===== config.mk =====
export PLATFORM = sky130hd
export DESIGN_NAME = c_source_char_classifier
export DESIGN_NICKNAME = d
export VERILOG_FILES = /design/src/sv/ccc_pkg.sv /design/src/sv/ccc_outq.sv /design/src/sv/c_source_char_classifier.sv
export SDC_FILE = /design/constraint.sdc
export NUM_CORES = 1
export LEC_CHECK = 0
export ABC_AREA = 1
export BUFFER_PORTS_ARGS = -buffer_cell sky130_fd_sc_hd__buf_4
export CAP_MARGIN = 25
export CORE_ASPECT_RATIO = 0.7
export CORE_MARGIN = 2
export CORE_UTILIZATION = 60
export CTS_CLUSTER_DIAMETER = 100
export CTS_CLUSTER_SIZE = 24
export DETAILED_ROUTE_END_ITERATION = 8
export GPL_TIMING_DRIVEN = 0
export PLACE_DENSITY = 0.78
export SLEW_MARGIN = 20
export SYNTH_ARGS = -nofsm -noshare
export SYNTH_HDL_FRONTEND = slang
export SYNTH_SLANG_ARGS = --single-unit

===== constraint.sdc =====
create_clock -name clk -period 6.45 [get_ports clk]
set_input_delay 0.3225 -clock clk [delete_from_list [all_inputs] [get_ports clk]]
set_output_delay 0.3225 -clock clk [all_outputs]
set_load 0.03 [all_outputs]

===== src/sv/ccc_pkg.sv =====
`timescale 1ns / 1ps
`default_nettype none
// ----------------------------------------------------------------------------
// ccc_pkg: shared types and scan rule for the C source character classifier
// holds the class codes, scanner state and the per-byte classification step
// ----------------------------------------------------------------------------
package ccc_pkg;

    typedef enum logic [2:0] {
        CLS_SPACE   = 3'd0,
        CLS_TAB     = 3'd1,
        CLS_NEWLINE = 3'd2,
        CLS_COMMENT = 3'd3,
        CLS_STRING  = 3'd4,
        CLS_NUMBER  = 3'd5,
        CLS_IDENT   = 3'd6,
        CLS_OTHER   = 3'd7
    } class_t;

    typedef enum logic [1:0] {
        RUN_NONE  = 2'd0,
        RUN_DIGIT = 2'd1,
        RUN_IDENT = 2'd2
    } run_t;

    localparam logic [7:0] CH_SLASH     = 8'h2f;
    localparam logic [7:0] CH_STAR      = 8'h2a;
    localparam logic [7:0] CH_QUOTE     = 8'h22;
    localparam logic [7:0] CH_BACKSLASH = 8'h5c;
    localparam logic [7:0] CH_NEWLINE   = 8'h0a;
    localparam logic [7:0] CH_TAB       = 8'h09;
    localparam logic [7:0] CH_UNDER     = 8'h5f;
    localparam logic [7:0] CH_SPACE     = 8'h20;
    localparam logic [1:0] POS_FULL     = 2'd3;

    typedef struct packed {
        logic [7:0] back_one;
        logic [7:0] back_two;
        logic [7:0] back_three;
        logic [1:0] pos;
        logic       line_cmt;
        logic       block_cmt;
        logic       quote_par;
        run_t       run;
    } scan_state_t;

    typedef struct packed {
        scan_state_t st;
        class_t      cls;
    } step_res_t;

    typedef struct packed {
        logic [7:0] ch;
        class_t     cls;
        logic       fin;
    } result_t;

    function automatic logic is_dig(logic [7:0] c);
        return c inside {[8'h30:8'h39]};
    endfunction

    function automatic logic is_idch(logic [7:0] c);
        return c inside {[8'h30:8'h39], [8'h41:8'h5a], [8'h61:8'h7a], CH_UNDER};
    endfunction

    function automatic step_res_t classify(scan_state_t s, logic [7:0] c, logic [7:0] nxt);
        step_res_t r;
        logic      in_cmt;
        r.st   = s;
        r.cls  = CLS_OTHER;
        in_cmt = 1'b0;
        if (s.run == RUN_DIGIT && is_dig(c))
        begin
            r.cls = CLS_NUMBER;
        end
        else if (s.run == RUN_IDENT && is_idch(c))
        begin
            r.cls = CLS_IDENT;
        end
        else
        begin
            r.st.run = RUN_NONE;
            if (c == CH_SLASH && nxt == CH_SLASH)
                r.st.line_cmt = 1'b1;
            if (s.pos == POS_FULL && s.back_one == CH_SLASH && s.back_two == CH_STAR
                && s.back_three != CH_SLASH)
                r.st.block_cmt = 1'b0;
            if (c == CH_SLASH && nxt == CH_STAR)
                r.st.block_cmt = 1'b1;
            in_cmt = r.st.line_cmt || r.st.block_cmt;
            if (!in_cmt && c == CH_QUOTE && (s.pos == 2'd0 || s.back_one != CH_BACKSLASH))
                r.st.quote_par = ~s.quote_par;
            if (c == CH_NEWLINE)
            begin
                r.cls         = CLS_NEWLINE;
                r.st.line_cmt = 1'b0;
            end
            else if (c == CH_TAB)
                r.cls = CLS_TAB;
            else if (c == CH_SPACE)
                r.cls = CLS_SPACE;
            else if (in_cmt)
                r.cls = CLS_COMMENT;
            else if (r.st.quote_par || c == CH_QUOTE)
                r.cls = CLS_STRING;
            else if (is_dig(c))
            begin
                r.cls    = CLS_NUMBER;
                r.st.run = RUN_DIGIT;
            end
            else if (is_idch(c))
            begin
                r.cls    = CLS_IDENT;
                r.st.run = RUN_IDENT;
            end
            else
                r.cls = CLS_OTHER;
        end
        r.st.back_three = s.back_two;
        r.st.back_two   = s.back_one;
        r.st.back_one   = c;
        if (s.pos != POS_FULL)
            r.st.pos = s.pos + 2'd1;
        return r;
    endfunction

endpackage
`default_nettype wire


===== src/sv/ccc_outq.sv =====
`timescale 1ns / 1ps
`default_nettype none
// ----------------------------------------------------------------------------
// ccc_outq: result queue
// small register queue that takes up to two results per cycle in order
// and hands one result per cycle to the output channel in each cycle that
// pop is high
module ccc_outq
    import ccc_pkg::*;
#(
    parameter int DEPTH = 4
)
(
    input  wire logic                       clk,
    input  wire logic                       rst_n,
    input  wire logic [1:0]                 push_cnt,
    input  wire result_t                    push_a,
    input  wire result_t                    push_b,
    input  wire logic                       pop,
    output result_t                         head,
    output logic [$clog2(DEPTH + 1) - 1:0]  count
);

    localparam int PW = (DEPTH > 1) ? $clog2(DEPTH) : 1;
    localparam int CW = $clog2(DEPTH + 1);

    result_t         mem_reg [DEPTH];
    logic [PW - 1:0] wr_ptr_reg, wr_ptr_next;
    logic [PW - 1:0] rd_ptr_reg, rd_ptr_next;
    logic [CW - 1:0] count_reg, count_next;
    logic [PW - 1:0] wr_ptr_b;

    function automatic logic [PW - 1:0] ptr_inc(logic [PW - 1:0] p);
        return (p == PW'(DEPTH - 1)) ? '0 : p + PW'(1);
    endfunction

    assign wr_ptr_b = ptr_inc(wr_ptr_reg);
    assign head     = mem_reg[rd_ptr_reg];
    assign count    = count_reg;

    always_comb
    begin
        wr_ptr_next = wr_ptr_reg;
        rd_ptr_next = rd_ptr_reg;
        case (push_cnt)
            2'd1:    wr_ptr_next = wr_ptr_b;
            2'd2:    wr_ptr_next = ptr_inc(wr_ptr_b);
            default: wr_ptr_next = wr_ptr_reg;
        endcase
        if (pop)
            rd_ptr_next = ptr_inc(rd_ptr_reg);
        count_next = count_reg + CW'(push_cnt) - CW'(pop);
    end

    always_ff @(posedge clk or negedge rst_n)
    begin
        if (!rst_n)
        begin
            wr_ptr_reg <= '0;
            rd_ptr_reg <= '0;
            count_reg  <= '0;
        end
        else
        begin
            wr_ptr_reg <= wr_ptr_next;
            rd_ptr_reg <= rd_ptr_next;
            count_reg  <= count_next;
        end
    end

    always_ff @(posedge clk)
    begin
        if (push_cnt != 2'd0)
            mem_reg[wr_ptr_reg] <= push_a;
        if (push_cnt == 2'd2)
            mem_reg[wr_ptr_b] <= push_b;
    end

endmodule
`default_nettype wire


===== src/sv/c_source_char_classifier.sv =====
`timescale 1ns / 1ps
`default_nettype none
// ----------------------------------------------------------------------------
// c_source_char_classifier: highlight class for each byte of C source text
// holds one byte back for lookahead, tracks comment, string and run state,
// and queues the classified bytes for the output channel
// ----------------------------------------------------------------------------
//  channel | handshake            | payload
//  in      | in_valid / in_ready  | char_byte, last_byte
//  out     | out_valid / out_ready| out_byte, char_class, is_final
//
// one input transaction per cycle while in_ready is high; the held byte is
// classified and queued in the cycle its successor is accepted.
// a final byte after a held byte gives two results, both queued in the same cycle.
// in_ready drops only when the result queue has fewer than two free slots.
// reset clears all scan state and empties the queue.
// ----------------------------------------------------------------------------
module c_source_char_classifier
    import ccc_pkg::*;
#(
    parameter int QUEUE_DEPTH = 4
)
(
    input  wire logic       clk,
    input  wire logic       rst_n,
    input  wire logic       in_valid,
    output logic            in_ready,
    input  wire logic [7:0] char_byte,
    input  wire logic       last_byte,
    output logic            out_valid,
    input  wire logic       out_ready,
    output logic [7:0]      out_byte,
    output logic [2:0]      char_class,
    output logic            is_final
);

    localparam int CW = $clog2(QUEUE_DEPTH + 1);

    scan_state_t     state_reg, state_next;
    logic [7:0]      held_char_reg, held_char_next;
    logic            held_valid_reg, held_valid_next;
    step_res_t       held_step;
    step_res_t       last_step;
    scan_state_t     mid_state;
    result_t         push_a;
    result_t         push_b;
    logic [1:0]      push_cnt;
    logic            accept;
    logic            pop;
    result_t         head;
    logic [CW - 1:0] q_count;

    assign in_ready = (q_count <= CW'(QUEUE_DEPTH - 2));
    assign accept   = in_valid && in_ready;
    assign out_valid = (q_count != '0);
    assign pop       = out_valid && out_ready;

    assign out_byte   = head.ch;
    assign char_class = head.cls;
    assign is_final   = head.fin;

    always_comb
    begin
        held_step = classify(state_reg, held_char_reg, char_byte);
        mid_state = held_valid_reg ? held_step.st : state_reg;
        last_step = classify(mid_state, char_byte, 8'h00);

        push_b.ch  = char_byte;
        push_b.cls = last_step.cls;
        push_b.fin = 1'b1;
        if (held_valid_reg)
        begin
            push_a.ch  = held_char_reg;
            push_a.cls = held_step.cls;
            push_a.fin = 1'b0;
        end
        else
            push_a = push_b;

        push_cnt        = 2'd0;
        state_next      = state_reg;
        held_char_next  = held_char_reg;
        held_valid_next = held_valid_reg;
        if (accept)
        begin
            push_cnt = {1'b0, held_valid_reg} + {1'b0, last_byte};
            if (last_byte)
            begin
                state_next      = '0;
                held_char_next  = '0;
                held_valid_next = 1'b0;
            end
            else
            begin
                state_next      = mid_state;
                held_char_next  = char_byte;
                held_valid_next = 1'b1;
            end
        end
    end

    always_ff @(posedge clk or negedge rst_n)
    begin
        if (!rst_n)
        begin
            state_reg      <= '0;
            held_char_reg  <= '0;
            held_valid_reg <= 1'b0;
        end
        else
        begin
            state_reg      <= state_next;
            held_char_reg  <= held_char_next;
            held_valid_reg <= held_valid_next;
        end
    end

    ccc_outq #(
        .DEPTH (QUEUE_DEPTH)
    ) u_outq (
        .clk      (clk),
        .rst_n    (rst_n),
        .push_cnt (push_cnt),
        .push_a   (push_a),
        .push_b   (push_b),
        .pop      (pop),
        .head     (head),
        .count    (q_count)
    );

endmodule
`default_nettype wire


==> results.md <==
* Postcts setup bufs at 0
* Global Route Usage Sum at 0.328
* # diodes at 0
* TritonCTS buffer count at 9
* Grt ovf at 0
* Maximum VDD drop at about 240 µV
* Num rows at 29
* TNS Setup at 0 ns
* RSZ-0062 raised after global routing: no
* I/O Buffers at 26
* Vias at ~5100
* Clk pin slew, worst setup/hold paths at 0.07 ns
* Clock sinks at 95
* Final WL at ~16 mm
* Worst Clk Skew at between 0.007 and 0.008 ns
* Max cap viols at 0
* Worst EP arrival at around 3.7 ns
* Die Span Y at around 84 µm
* P&R area growth vs syn at 12.7%
* Status: finished, violations left
* Ys flop type: dfrtp_1
* Die Wd at around 120 µm
* I/O pin cnt at 27
* Distinct cells, synth at between 40 and 50
* Post-DP HPWL at approximately 11 mm
* H-tree Lvls at 3
* Yosys warns at 0
* Synthesized cell area at between 0.005 and 0.006 mm²
* Avg Cell Area, Syn at just over 8 µm²
* Startpoint Class: register
* GP Congestion at slightly below 1
* Worst R2R Setup Slack at 2.92 ns
* PwrDens at slightly above 500 mW/mm²
* Power, Total at 0.00310 W
* Post-synth EDFFs at 44
* Filler Cells Inserted at around 740
* M3 GR Usage at 0.0867
* Mapped Cells at around 660
* CP endpoint kind: register
* Worst-case clock buffer depth at 2
* Pleak at around 2.6 nW
* Pre-Repair DR Iteration Count at 8
* DRT antenna net count at 0
* First-pass GRT wire length at 25.0 mm
* Fin area at just over 0.006 mm²
* Worst slack, placed at just over 3 ns
* Initial cell density of the core at 0.610
* Fmax at roughly 280 MHz
* Initial DRC Count at around 800
* Post-Place Cells at between 800 and 900
* Post-synth ARST share at 0.495
* Worst slew margin at 0.562
* Worst setup margin at 2.92 ns
* Vias in the first global route at just under 5000
* Worst Path Max Fanout at 10
* Violated checks: negative hold slack
* Clk_lat worst skew at approximately 0.35 ns
* Met2 Usage GRT at 0.452
* Post-CTS Resized at 0
* Syn Nets at slightly below 700
* TritonCTS clock tree: done
* Ratio of cells with drive above 1 in the final layout at 0.135
* Drt via density at around 6.2
* Tcrit/Tclk final at 0.548
* Non-Filler Instances at around 830
* GR peak layer: met1
* WS Path Type: reg2reg
* Fin crit period at approximately 3.5 ns
* Root Buffer: clkbuf_16
* Max FFs per register at 48
* Placeable Area at 0.00896 mm²
* Largest net degree at the start of global routing at 48
* # DRC at 0
* Hold Path Class: in2async
* Sequential share of the synthesized area at 0.472
* Final Slew Violations at 0
* Worst-Margin Slew at ~0.66 ns
* Final setup fails at 0
* Final Hold Violating Endpoints at 19
* Worst hold slack at -0.0121 ns
* Hold_buf cts at 0
* Die Area at around 0.0099 mm²
* Placed Instance Area at about 0.0058 mm²
* Initial antenna violation count at 0
* Drt wl/cell at around 19 µm
* Worst EP required at between 6 and 7 ns
* Synthesized flop and latch total at 95
* GR Util met1 at 0.505
* Nets at 727
[through the flow]
| stage | util | hold slack (ns) |
|---|---|---|
| 2_1_floorplan | - | 0.0269 |
| 3_5_place_dp | 0.649 | 0.378 |
| 6_report | 0.687 | -0.0121 |
| 5_1_grt | 0.687 | 0.0228 |
| 4_1_cts | 0.687 | 0.00633 |
| 3_3_place_gp | 0.649 | 0.369 |
[critical path, stage by stage (launching register included)]
cell and delay, ns:
dfrtp_1 0.39, a21oi_1 0.20, nand2_1 0.25, inv_1 0.13, clkbuf_1 0.42, nand2_1 0.18, ha_1 0.24, clkbuf_1 0.20
nand2_2 0.28, inv_1 0.17, nor2_1 0.36, inv_1 0.30, o22ai_1 0.22
[path summary, 6_finish.rpt]
path,startpoint,end,cells past startpoint
hold reg to reg,u_outq.mem_reg[2][0],u_outq.mem_reg[2][0],2
setup reg to reg,u_outq.count[1],u_outq.mem_reg[2][7],12
max in group asynchronous,rst_n,u_outq.rd_ptr_reg[0],1
min in group clk,char_byte[6],held_char_reg[6],3
setup / recovery,u_outq.count[1],u_outq.mem_reg[2][7],12
hold / removal,rst_n,state_reg[9],1
[kinds of logic (layout without fill, tap and decap cells)]
family	Yosys count	count (layout)	share of synthesized area
compound gates	171	171	0.183
xor+xnor	4	4	0.00641
fa+ha+maj	15	15	0.0357
buf+inv	98	140	0.0728
flops	95	95	0.472
simple gates	279	279	0.230
[per-layer routing]
layer  up-vias  share of wire
met5         -              0
met3        33           0.13
li1       2362              -
met4         0          0.018
met1      2374           0.43
met2       353           0.41
[power breakdown]
part | total [W] | switching [W] | internal (W)
Combinational | 0.00150 | 0.00102 | 0.000480
Clock | 0.000616 | 0.000237 | 0.000380
Sequential | 0.000979 | 0.000149 | 0.000830
Total | 0.00310 | 0.00141 | 0.00169
[cell type report]
class | instances | area (µm²) | area share
clock inverters | 7 | 119 | 0.0193
multi-input cells | 469 | 2490 | 0.404
repair buffers | 26 | 195 | 0.0317
plain buffers | 22 | 113 | 0.0183
flip-flops and latches | 95 | 2580 | 0.418
inverters | 76 | 285 | 0.0463
clock buffers | 9 | 225 | 0.0366
well taps | 124 | 155 | 0.0252
[cell usage after synthesis (2+ instances only)]
| master | n | share of area |
|---|---|---|
| nor2_2 | 5 | 0.0057 |
| clkbuf_1 | 15 | 0.010 |
| nor3_1 | 6 | 0.0055 |
| o22ai_1 | 60 | 0.069 |
| xnor2_1 | 2 | 0.0032 |
| a22o_1 | 2 | 0.0032 |
| ha_1 | 14 | 0.032 |
| clkinv_1 | 2 | 0.0014 |
| a21oi_1 | 15 | 0.014 |
| edfxtp_1 | 44 | 0.24 |
| nor2_1 | 68 | 0.047 |
| nor4_1 | 5 | 0.0057 |
| nand3_1 | 27 | 0.025 |
| nand4_1 | 12 | 0.014 |
| nand2_1 | 129 | 0.089 |
| xor2_1 | 2 | 0.0032 |
| o21ai_0 | 74 | 0.068 |
| o21ai_2 | 2 | 0.0032 |
| o21a_1 | 6 | 0.0082 |
| dfxtp_1 | 4 | 0.015 |
| buf_2 | 4 | 0.0037 |
| inv_2 | 10 | 0.0069 |
| o21ai_1 | 2 | 0.0018 |
| buf_6 | 2 | 0.0041 |
| nand4_2 | 2 | 0.0046 |
| nand2_2 | 15 | 0.017 |
| a21boi_2 | 2 | 0.0041 |
| inv_1 | 64 | 0.044 |
| dfrtp_1 | 47 | 0.22 |
| nor2_4 | 2 | 0.0041 |
| nand3_2 | 5 | 0.0092 |
| a31oi_1 | 2 | 0.0023 |
[cell usage in the layout (no fill, tap or decap), types with 9 or more instances in the layout]
cell,n
edfxtp_1,44
buf_4,26
o22ai_1,60
nand4_1,12
nor2_1,68
ha_1,14
a21oi_1,15
nand2_1,129
inv_2,10
nand3_1,27
nand2_2,15
clkbuf_16,9
dfrtp_1,47
clkbuf_1,15
inv_1,64
o21ai_0,74
Power figures use the tool's default switching activity.
